[config.mk]
export PLATFORM = sky130hd
export DESIGN_NAME = line_range_address_tracker_top
export DESIGN_NICKNAME = d
export VERILOG_FILES = /design/src/rtl/core/lrat_pkg.sv /design/src/rtl/core/line_range_address_tracker_top.sv /design/src/rtl/core/lrat_ctrl.sv /design/src/rtl/core/lrat_dp.sv
export SDC_FILE = /design/constraint.sdc
export NUM_CORES = 1
export LEC_CHECK = 0
export ABC_AREA = 1
export BUFFER_PORTS_ARGS = -buffer_cell sky130_fd_sc_hd__buf_4
export CAP_MARGIN = 20
export CORE_AREA = 2 2 171 173
export DETAILED_ROUTE_END_ITERATION = 10
export DIE_AREA = 0 0 173 175
export GPL_TIMING_DRIVEN = 0
export PLACE_DENSITY = 0.73
export SLEW_MARGIN = 15
export SYNTH_ARGS = -nofsm -noshare
export SYNTH_HDL_FRONTEND = slang
export SYNTH_SLANG_ARGS = --single-unit
[constraint.sdc]
create_clock -name clk -period 6.25 [get_ports clk]
set_input_delay 0.9375 -clock clk [delete_from_list [all_inputs] [get_ports clk]]
set_output_delay 0.9375 -clock clk [all_outputs]
set_load 0.01 [all_outputs]
[src/rtl/core/lrat_pkg.sv]
package lrat_pkg;

  // Table geometry.
  localparam int ACTIVE_SLOTS = 8;
  localparam int ID_BITS      = 8;

  // Range kinds carried in the mode field.
  localparam logic [1:0] MODE_NUM_NUM = 2'd0;
  localparam logic [1:0] MODE_NUM_PAT = 2'd1;
  localparam logic [1:0] MODE_PAT_NUM = 2'd2;
  localparam logic [1:0] MODE_PAT_PAT = 2'd3;

  typedef logic [ACTIVE_SLOTS-1:0] slot_vec_t;
  typedef logic [ID_BITS-1:0]      id_t;

  // One query word.
  typedef struct packed {
    logic [1:0]  mode;
    logic [7:0]  range_id;
    logic [31:0] line_number;
    logic [31:0] start_line;
    logic [31:0] end_line;
    logic        start_match;
    logic        end_match;
  } query_t;

  // One result word.
  typedef struct packed {
    logic selected;
    logic table_full;
  } result_t;

  // Controller states.
  typedef enum logic [1:0] {
    ST_IDLE,
    ST_CMP,
    ST_WRITE
  } state_t;

  // Commands from the controller to the datapath.
  typedef struct packed {
    logic load;
    logic capture;
    logic commit;
  } ctrl_cmd_t;

  // Status from the datapath to the controller.
  typedef struct packed {
    logic out_busy;
  } dp_status_t;

  // Keeps only the lowest set bit, so the first slot wins.
  function automatic slot_vec_t first_one(input slot_vec_t v);
    return v & (~v + slot_vec_t'(1));
  endfunction

endpackage

[src/rtl/core/line_range_address_tracker_top.sv]
// Line range address tracker.
// Query channel: query_valid, query_stall, query (a query_t word). A word
// carries the range kind, range id, line number, numeric bounds and the
// pattern match bits. The block raises query_stall while it works on a word.
// Result channel: result_valid, result_stall, result (a result_t word) with
// the selected bit and a table_full flag raised when a range had to be
// stored but its table had no free slot.
// Steps: a word taken in the accept step is registered, the compare step
// registers the slot matches and line compares, and the write step updates
// the tables and loads the output register. A new word is not taken until
// the write step of the last one is done, as the accept, compare and write
// steps share the single pair of slot tables.
// A new word is taken while an earlier result still waits; if the receiver
// stalls, the write step holds until the output register is free, and
// result holds steady while result_stall is high.
// Reset (rst, synchronous) empties both slot tables at once, drops
// result_valid and returns the controller to idle.
module line_range_address_tracker_top (
  input  logic               clk,
  input  logic               rst,
  input  logic               query_valid,
  output logic               query_stall,
  input  lrat_pkg::query_t   query,
  output logic               result_valid,
  input  logic               result_stall,
  output lrat_pkg::result_t  result
);

  lrat_pkg::ctrl_cmd_t  cmd;
  lrat_pkg::dp_status_t status;

  // Sequencer.
  lrat_ctrl u_ctrl (
    .clk         (clk),
    .rst         (rst),
    .query_valid (query_valid),
    .query_stall (query_stall),
    .status      (status),
    .cmd         (cmd)
  );

  // Slot tables, compares and output register.
  lrat_dp u_dp (
    .clk          (clk),
    .rst          (rst),
    .query        (query),
    .cmd          (cmd),
    .status       (status),
    .result_stall (result_stall),
    .result_valid (result_valid),
    .result       (result)
  );

endmodule

[src/rtl/core/lrat_ctrl.sv]
module lrat_ctrl (
  input  logic                    clk,
  input  logic                    rst,
  input  logic                    query_valid,
  output logic                    query_stall,
  input  lrat_pkg::dp_status_t    status,
  output lrat_pkg::ctrl_cmd_t     cmd
);

  lrat_pkg::state_t state;
  lrat_pkg::state_t state_next;

  // State register.
  always_ff @(posedge clk) begin
    if (rst) begin
      state <= lrat_pkg::ST_IDLE;
    end else begin
      state <= state_next;
    end
  end

  // Next state and commands.
  always_comb begin
    state_next  = state;
    cmd         = '0;
    query_stall = 1'b1;
    case (state)
      lrat_pkg::ST_IDLE: begin
        query_stall = 1'b0;
        if (query_valid) begin
          cmd.load   = 1'b1;
          state_next = lrat_pkg::ST_CMP;
        end
      end
      lrat_pkg::ST_CMP: begin
        cmd.capture = 1'b1;
        state_next  = lrat_pkg::ST_WRITE;
      end
      lrat_pkg::ST_WRITE: begin
        // Wait until the output register can take the result.
        if (!status.out_busy) begin
          cmd.commit = 1'b1;
          state_next = lrat_pkg::ST_IDLE;
        end
      end
      default: begin
        state_next = lrat_pkg::ST_IDLE;
      end
    endcase
  end

`ifndef SYNTHESIS
  a_load_then_capture: assert property (@(posedge clk) disable iff (rst)
    cmd.load |=> cmd.capture)
    else $error("compare step did not follow an accepted word");
  a_commit_returns_idle: assert property (@(posedge clk) disable iff (rst)
    cmd.commit |=> (!query_stall && !cmd.capture))
    else $error("controller did not return to idle after commit");
  a_no_commit_when_busy: assert property (@(posedge clk) disable iff (rst)
    (state == lrat_pkg::ST_WRITE && status.out_busy) |=> !$past(cmd.commit))
    else $error("result committed while output register was stalled");
`endif

endmodule

[src/rtl/core/lrat_dp.sv]
module lrat_dp (
  input  logic                  clk,
  input  logic                  rst,
  input  lrat_pkg::query_t      query,
  input  lrat_pkg::ctrl_cmd_t   cmd,
  output lrat_pkg::dp_status_t  status,
  input  logic                  result_stall,
  output logic                  result_valid,
  output lrat_pkg::result_t     result
);

  // Slot tables; zero marks an empty slot.
  lrat_pkg::id_t active_ids [lrat_pkg::ACTIVE_SLOTS];
  lrat_pkg::id_t ended_ids  [lrat_pkg::ACTIVE_SLOTS];

  lrat_pkg::query_t q;
  lrat_pkg::id_t    id;
  logic             id_nz;

  // Registered compare results.
  lrat_pkg::slot_vec_t act_eq_q, end_eq_q, act_free_q, end_free_q;
  logic ge_start_q, le_end_q, eq_start_q, lt_end_q;

  // Decision for the write step.
  lrat_pkg::slot_vec_t set_act, clr_act, set_end;
  lrat_pkg::slot_vec_t hit_oh, act_oh, free_act_oh, free_end_oh;
  logic sel, full, any_hit, ended_hit, act_found, begin_range;

  assign id    = lrat_pkg::ID_BITS'(q.range_id);
  assign id_nz = (id != '0);

  // Query register.
  always_ff @(posedge clk) begin
    if (cmd.load) begin
      q <= query;
    end
  end

  // Compare step: slot matches, free slots and line compares.
  always_ff @(posedge clk) begin
    if (cmd.capture) begin
      for (int i = 0; i < lrat_pkg::ACTIVE_SLOTS; i++) begin
        act_eq_q[i]   <= id_nz && (active_ids[i] == id);
        end_eq_q[i]   <= id_nz && (ended_ids[i] == id);
        act_free_q[i] <= (active_ids[i] == '0);
        end_free_q[i] <= (ended_ids[i] == '0);
      end
      ge_start_q <= (q.line_number >= q.start_line);
      le_end_q   <= (q.line_number <= q.end_line);
      eq_start_q <= (q.line_number == q.start_line);
      lt_end_q   <= (q.line_number < q.end_line);
    end
  end

  assign hit_oh      = lrat_pkg::first_one(act_eq_q | end_eq_q);
  assign any_hit     = |(act_eq_q | end_eq_q);
  assign ended_hit   = |(hit_oh & end_eq_q);
  assign act_oh      = lrat_pkg::first_one(act_eq_q);
  assign act_found   = |act_eq_q;
  assign free_act_oh = lrat_pkg::first_one(act_free_q);
  assign free_end_oh = lrat_pkg::first_one(end_free_q);

  // Write step: selection, slot frees and slot fills.
  always_comb begin
    sel         = 1'b0;
    full        = 1'b0;
    set_act     = '0;
    clr_act     = '0;
    set_end     = '0;
    begin_range = 1'b0;
    if (q.mode == lrat_pkg::MODE_NUM_PAT) begin
      if (ended_hit) begin
        sel = 1'b0;
      end else if (any_hit) begin
        sel = 1'b1;
        if (q.end_match) begin
          clr_act = hit_oh;
          set_end = free_end_oh;
          full    = (free_end_oh == '0);
        end
      end else if (ge_start_q) begin
        sel = 1'b1;
        if (id_nz) begin
          if (q.end_match) begin
            set_end = free_end_oh;
            full    = (free_end_oh == '0);
          end else begin
            set_act = free_act_oh;
            full    = (free_act_oh == '0);
          end
        end
      end
    end else if (act_found) begin
      if (q.mode == lrat_pkg::MODE_PAT_PAT) begin
        sel = 1'b1;
        if (q.end_match) begin
          clr_act = act_oh;
        end
      end else begin
        sel = le_end_q;
        if (!lt_end_q) begin
          clr_act = act_oh;
        end
      end
    end else begin
      if (q.mode == lrat_pkg::MODE_NUM_NUM) begin
        begin_range = eq_start_q || (ge_start_q && le_end_q);
      end else begin
        begin_range = q.start_match;
      end
      if (begin_range) begin
        sel = 1'b1;
        if (id_nz && (q.mode == lrat_pkg::MODE_PAT_PAT || lt_end_q)) begin
          set_act = free_act_oh;
          full    = (free_act_oh == '0);
        end
      end
    end
  end

  // Table update on commit.
  always_ff @(posedge clk) begin
    if (rst) begin
      for (int i = 0; i < lrat_pkg::ACTIVE_SLOTS; i++) begin
        active_ids[i] <= '0;
        ended_ids[i]  <= '0;
      end
    end else if (cmd.commit) begin
      for (int i = 0; i < lrat_pkg::ACTIVE_SLOTS; i++) begin
        if (set_act[i]) begin
          active_ids[i] <= id;
        end else if (clr_act[i]) begin
          active_ids[i] <= '0;
        end
        if (set_end[i]) begin
          ended_ids[i] <= id;
        end
      end
    end
  end

  // Output register.
  always_ff @(posedge clk) begin
    if (rst) begin
      result_valid <= 1'b0;
    end else if (cmd.commit) begin
      result_valid <= 1'b1;
    end else if (!result_stall) begin
      result_valid <= 1'b0;
    end
  end

  always_ff @(posedge clk) begin
    if (cmd.commit) begin
      result.selected   <= sel;
      result.table_full <= full;
    end
  end

  assign status.out_busy = result_valid && result_stall;

`ifndef SYNTHESIS
  a_active_unique: assert property (@(posedge clk) disable iff (rst)
    cmd.commit |-> $onehot0(act_eq_q))
    else $error("range id held in more than one active slot");
  a_fill_clear_apart: assert property (@(posedge clk) disable iff (rst)
    cmd.commit |-> ((set_act & clr_act) == '0))
    else $error("active slot filled and freed in the same step");
  a_full_no_fill: assert property (@(posedge clk) disable iff (rst)
    (cmd.commit && full) |-> (set_act == '0 && set_end == '0))
    else $error("table full flagged while a slot was filled");
`endif

endmodule
[Word level (Yosys, flattened, before mapping)]
Memories as Yosys holds them, arrays and structs flattened.
Cells that the tools add are included.
Storage, ports and cells
  register bits: 149
  RAM bits: 128
  input bits: 112
  output and inout bits: 4
  word-level logic and storage cells: 316
  memories: 2
Memories
  u_dp.active_ids: depth 8, width 8, read ports 8, clocked after Yosys merged registers in 0, wr ports 8, RTL line lrat_dp.sv:13  | lrat_pkg::id_t active_ids [lrat_pkg::ACTIVE_SLOTS];
  u_dp.ended_ids: depth 8, width 8, read ports 8, clocked after Yosys merged registers in 0, wr ports 8, RTL line lrat_dp.sv:14  | lrat_pkg::id_t ended_ids [lrat_pkg::ACTIVE_SLOTS];
Operators by class
  add/subtract/negate cells: 4
  order comparisons: 3
  eq/ne operators: 24
  multiplexer cells: 184
  bitwise operators: 34
  reduce and logical (&&, ||, !) cells: 46
Operators with widths (number)
  8-bit two-way mux: 47
  8-bit zero test: 18
  1-bit two-way mux: 134
  8-bit equality test: 16
  8-bit AND: 5
  8-bit by 1-bit adder with 8-bit output (second input constant): 4
  32-bit equality test: 1
  32-bit greater-or-equal comparator: 1
  32-bit less-or-equal comparator: 1
  32-bit < comparator: 1
  8-bit inverter: 4
  1-bit bitwise OR: 24
  8-bit OR reduction: 3
  1-bit logical AND: 19
  8-bit bitwise OR: 1
  8-bit nonzero test: 1
  2-bit case mux with 3 select lines: 1
  2-bit by 1-bit equality test with 1-bit output (second input constant): 2
  2-bit equality test (second input constant): 2
  2-bit zero test: 2
  2-bit two-way mux: 2
  2-bit != test (second input constant): 2
  1-bit logical OR: 2
  2-bit by 1-bit != test with 1-bit output (second input constant): 1
  2-bit AND reduction: 1

[Longest topological paths before layout]
  depth after elaboration: 15
  gate-level depth with buffers: 13
  mapped depth without buffers: 12

[Modules after synthesis]
Synthesis repeated with hierarchy kept, for this count alone.
Second synthesis, totals
  cells, all modules: 1291
  area total of the unflattened synthesis: 13958.4 sq um
By module, submodules not included
  lrat_dp: instances 1, cells each 1277, area an instance 13845.8 sq um
  lrat_ctrl: instances 1, cells each 14, area an instance 112.6 sq um

[Worst setup path after synthesis]
No wires, ideal clock.
  kind: in2reg
  start: in query_valid
  end: reg u_dp.q, in the netlist u_dp.id[0], enable pin
  arrival time: 5.447 ns
  data required time: 5.674 ns
  slack: 0.226 ns
  cell stages on the path: 2
  cell sequence: inv_1 -> nor2_1
RTL lines
  start: declaration: RTL line line_range_address_tracker_top.sv:21  | input logic query_valid,
  end signal: assignment: RTL line lrat_dp.sv:35  | q <= query;
  end: declaration: RTL line lrat_dp.sv:16  | lrat_pkg::query_t q;

==> summary.txt <==
Global route
  • Overflow after GRT: 0
  • Largest net degree at the start of global routing: 32
  • First-pass GRT wire length: 50400 um
  • Initial antenna violation count: 1
  • Vias in the first global route: 9818
  • Overall routing resource usage: 0.213

Routing
  • Post-DR wirelength/cell: 17.8 um
  • DRC errors left: 0
  • WL final: 32100 um
  • ANT nets after route: 0
  • Vias/cell: 5.38
  • Vias: 9667
  • Drt pass-1 iters: 5
  • Detailed Route Iter0 Violations: 908

Floorplanning
  • DIE HEIGHT: 175 um
  • Full die area: 0.0303 mm^2
  • CORE AREA: 0.0284 mm^2
  • Die width: 173 um
  • Starting density of the core: 0.491
  • Boundary Pins: 116
  • Site row count: 62

Timing
  • Max_slew headroom: 0.456
  • Setup TNS: 0 ns
  • Endpoints failing hold: 0
  • Achievable Freq: 369 MHz
  • Clk_skew: 0.0113 ns
  • Period utilisation layout: 0.434
  • Worst Tran Pin Value: 0.817 ns
  • Final setup fails: 0
  • Tmin final: 2.71 ns
  • RSZ-0062 raised after global routing: no
  • Fin. max-slew vios: 0

Synthesis
  • Mapped Cells: 1242
  • Number of synthesized flops with an enable pin: 274
  • Synth Area in Adders: 0.0574
  • Post-synth top area share: 0.590
  • Mux share of post-synthesis cell area: 0
  • Synth Warn #: 0
  • Synth cell types: 49
  • Yosys top cell by area: edfxtp_1
  • Largest family of logic cells by synthesized area: simple AND/OR/NAND/NOR gates
  • Share of synthesized registers carrying an async set or reset: 0
  • Netlist Area Pre-Place: 0.0139 mm^2
  • Synth Area in Compound Gates: 0.0300
  • Yosys reg bits: 277
  • Top cells by area, synth: edfxtp_1 59%, ha_1 5.7%, xnor2_1 4.9%, nor2_1 4.8%, inv_1 4.0%
  • Main flop type after synthesis: edfxtp_1
  • Register area share after synthesis: 0.594
  • Post-Synth XOR/XNOR Area: 0.0716
  • Post-Synth Simple-Gate Area: 0.193
  • Synthesized area per cell: 11.2 um^2
  • Syn nets: 1418

Power and ir drop
  • Pleak: 6.59 nW
  • PwrDens: 259 mW/mm^2
  • Overall power: 0.00421 W
  • Maximum vdd drop: 0.231 mV

Clocking
  • Root Buffer: clkbuf_16
  • CTS resizes: 0
  • H-Tree Depth: 1
  • Num CTS Buffers: 28
  • CTS tree: done
  • Post-CTS Setup Inserts: 0
  • Worst-case clock buffer depth: 3
  • Clk_lat worst skew: 0.54 ns
  • Clock transition at path regs: 0.06 ns
  • Clk sinks: 277
  • CTS hold repair buffers: 0

Final layout
  • Synthesis-to-layout area growth: 16.7%
  • Final instance area: 0.0163 mm^2
  • Finished Layout Cells: 1798
  • Share of cells above drive strength 1: 0.166
  • Ant diodes: 0
  • Final net count: 1568
  • Utilization after layout: 0.573

Placement
  • Cells after DPL: 1746
  • RD Place Congestion: 0.876
  • Placed Area: 0.0154 mm^2
  • IO Port Bufs: 115
  • Detailed Place HPWL: 23300 um

Hold path
  • Hold Crit Class: reg -> reg

Setup path
  • Worst EP arrival: 2.90 ns
  • Maximum fanout along the worst path: 9
  • Critical Path RT: 6.44 ns
  • Crit. End Element: flop
  • WS Path Type: in -> reg
  • Startpoint Class: primary input

Outcome
  • Status: finished, final reports clean

Flow run
  • Max Cap Violations: 0
cell usage in the layout (no fill, tap or decap), types with 18 or more instances in the layout:
cell type  instances
buf_4            123
clkbuf_16         29
nor4_1            29
a21oi_1           42
edfxtp_1         274
nand2_1          125
nand3_1           57
ha_1              64
nand4_1           36
xor2_1            36
inv_1            150
nor3_1            40
xnor2_1           78
o21ai_0           18
nor2_1           176
worst paths after layout:
check             cells after the start               endpoint         startpoint  slack (ns)
setup reg to reg                     10  u_dp.ended_ids[0][56]         u_dp.id[5]        3.64
hold reg to reg                       2      u_dp.result_valid  u_dp.result_valid        0.53
hold / removal                        2      u_dp.result_valid  u_dp.result_valid        0.53
setup / recovery                      8  u_dp.active_ids[0][2]       result_stall        3.54
cell usage after synthesis (3+ instances only):
cell type / count
nand3_4: 3
or2_2: 3
inv_1: 150
nor4b_1: 5
or4_1: 6
nor3_1: 40
nor2_2: 16
buf_2: 11
o21ai_1: 3
nor4_1: 29
nor2_1: 178
nand2_1: 125
nand2_2: 4
nand3_1: 57
o21ai_0: 18
nor2_4: 6
dfxtp_1: 3
ha_1: 64
a21oi_1: 42
xor2_1: 36
nand3_2: 3
edfxtp_1: 274
nand4_4: 7
clkbuf_1: 6
buf_4: 8
xnor2_1: 78
nand4_1: 36
state kept, by name, summed over array words and instances, names as in the netlist:
signal / cells
u_dp.ended_ids: 64
u_dp.act_free_q: 8
u_dp.id: 8
u_dp.end_eq_q: 8
u_dp.active_ids: 64
u_ctrl.state: 2
u_dp.result: 2
u_dp.le_end_q: 1
u_dp.lt_end_q: 1
u_dp.end_free_q: 8
u_dp.act_eq_q: 8
u_dp.q: 100
u_dp.eq_start_q: 1
u_dp.ge_start_q: 1
u_dp.result_valid: 1
area by class of cell:
| type | instances | area (um^2) |
|---|---|---|
| clock inverter | 14 | 90.1 |
| tap | 384 | 480 |
| clock buffer | 38 | 759 |
| sequential | 277 | 8290 |
| inverter | 154 | 578 |
| timing repair buffer | 120 | 986 |
| multi-input combinational | 782 | 4920 |
| fill | 2380 | 12100 |
| buffer | 29 | 176 |
cells by family after synthesis:
family	count (synthesis)
simple gates	528
flops	277
buf+inv	183
xor+xnor	114
compound gates	76
fa+ha+maj	64
per-stage QoR:
stage,hold WS (ns),setup slack (ns)
3_3_place_gp,0.530,-1.41
4_1_cts,0.537,3.58
6_report,0.529,3.54
2_1_floorplan,0.525,0.226
5_1_grt,0.549,3.43
3_5_place_dp,0.524,3.01
power breakdown:
group	internal, W	switching [W]
Combinational	0.000181	0.000266
Clock	0.000888	0.000673
Sequential	0.00215	0.0000525
layer usage:
layer / up-vias / global-route usage / share of wire
met5: - / 0 / 0.00041
met4: 2 / 0.0720 / 0.029
met3: 77 / 0.0344 / 0.085
met2: 437 / 0.369 / 0.49
met1: 4548 / 0.272 / 0.40
li1: 4603 / - / -
critical path: stages:
cell and delay (ns):
buf_4 0.11, nand2_1 0.10, inv_1 0.08, nor3_4 0.37
inv_1 0.29, nor2_4 0.38, nand3_2 0.25, nand3_1 0.39
No activity file was read; power rests on OpenSTA's default activity.
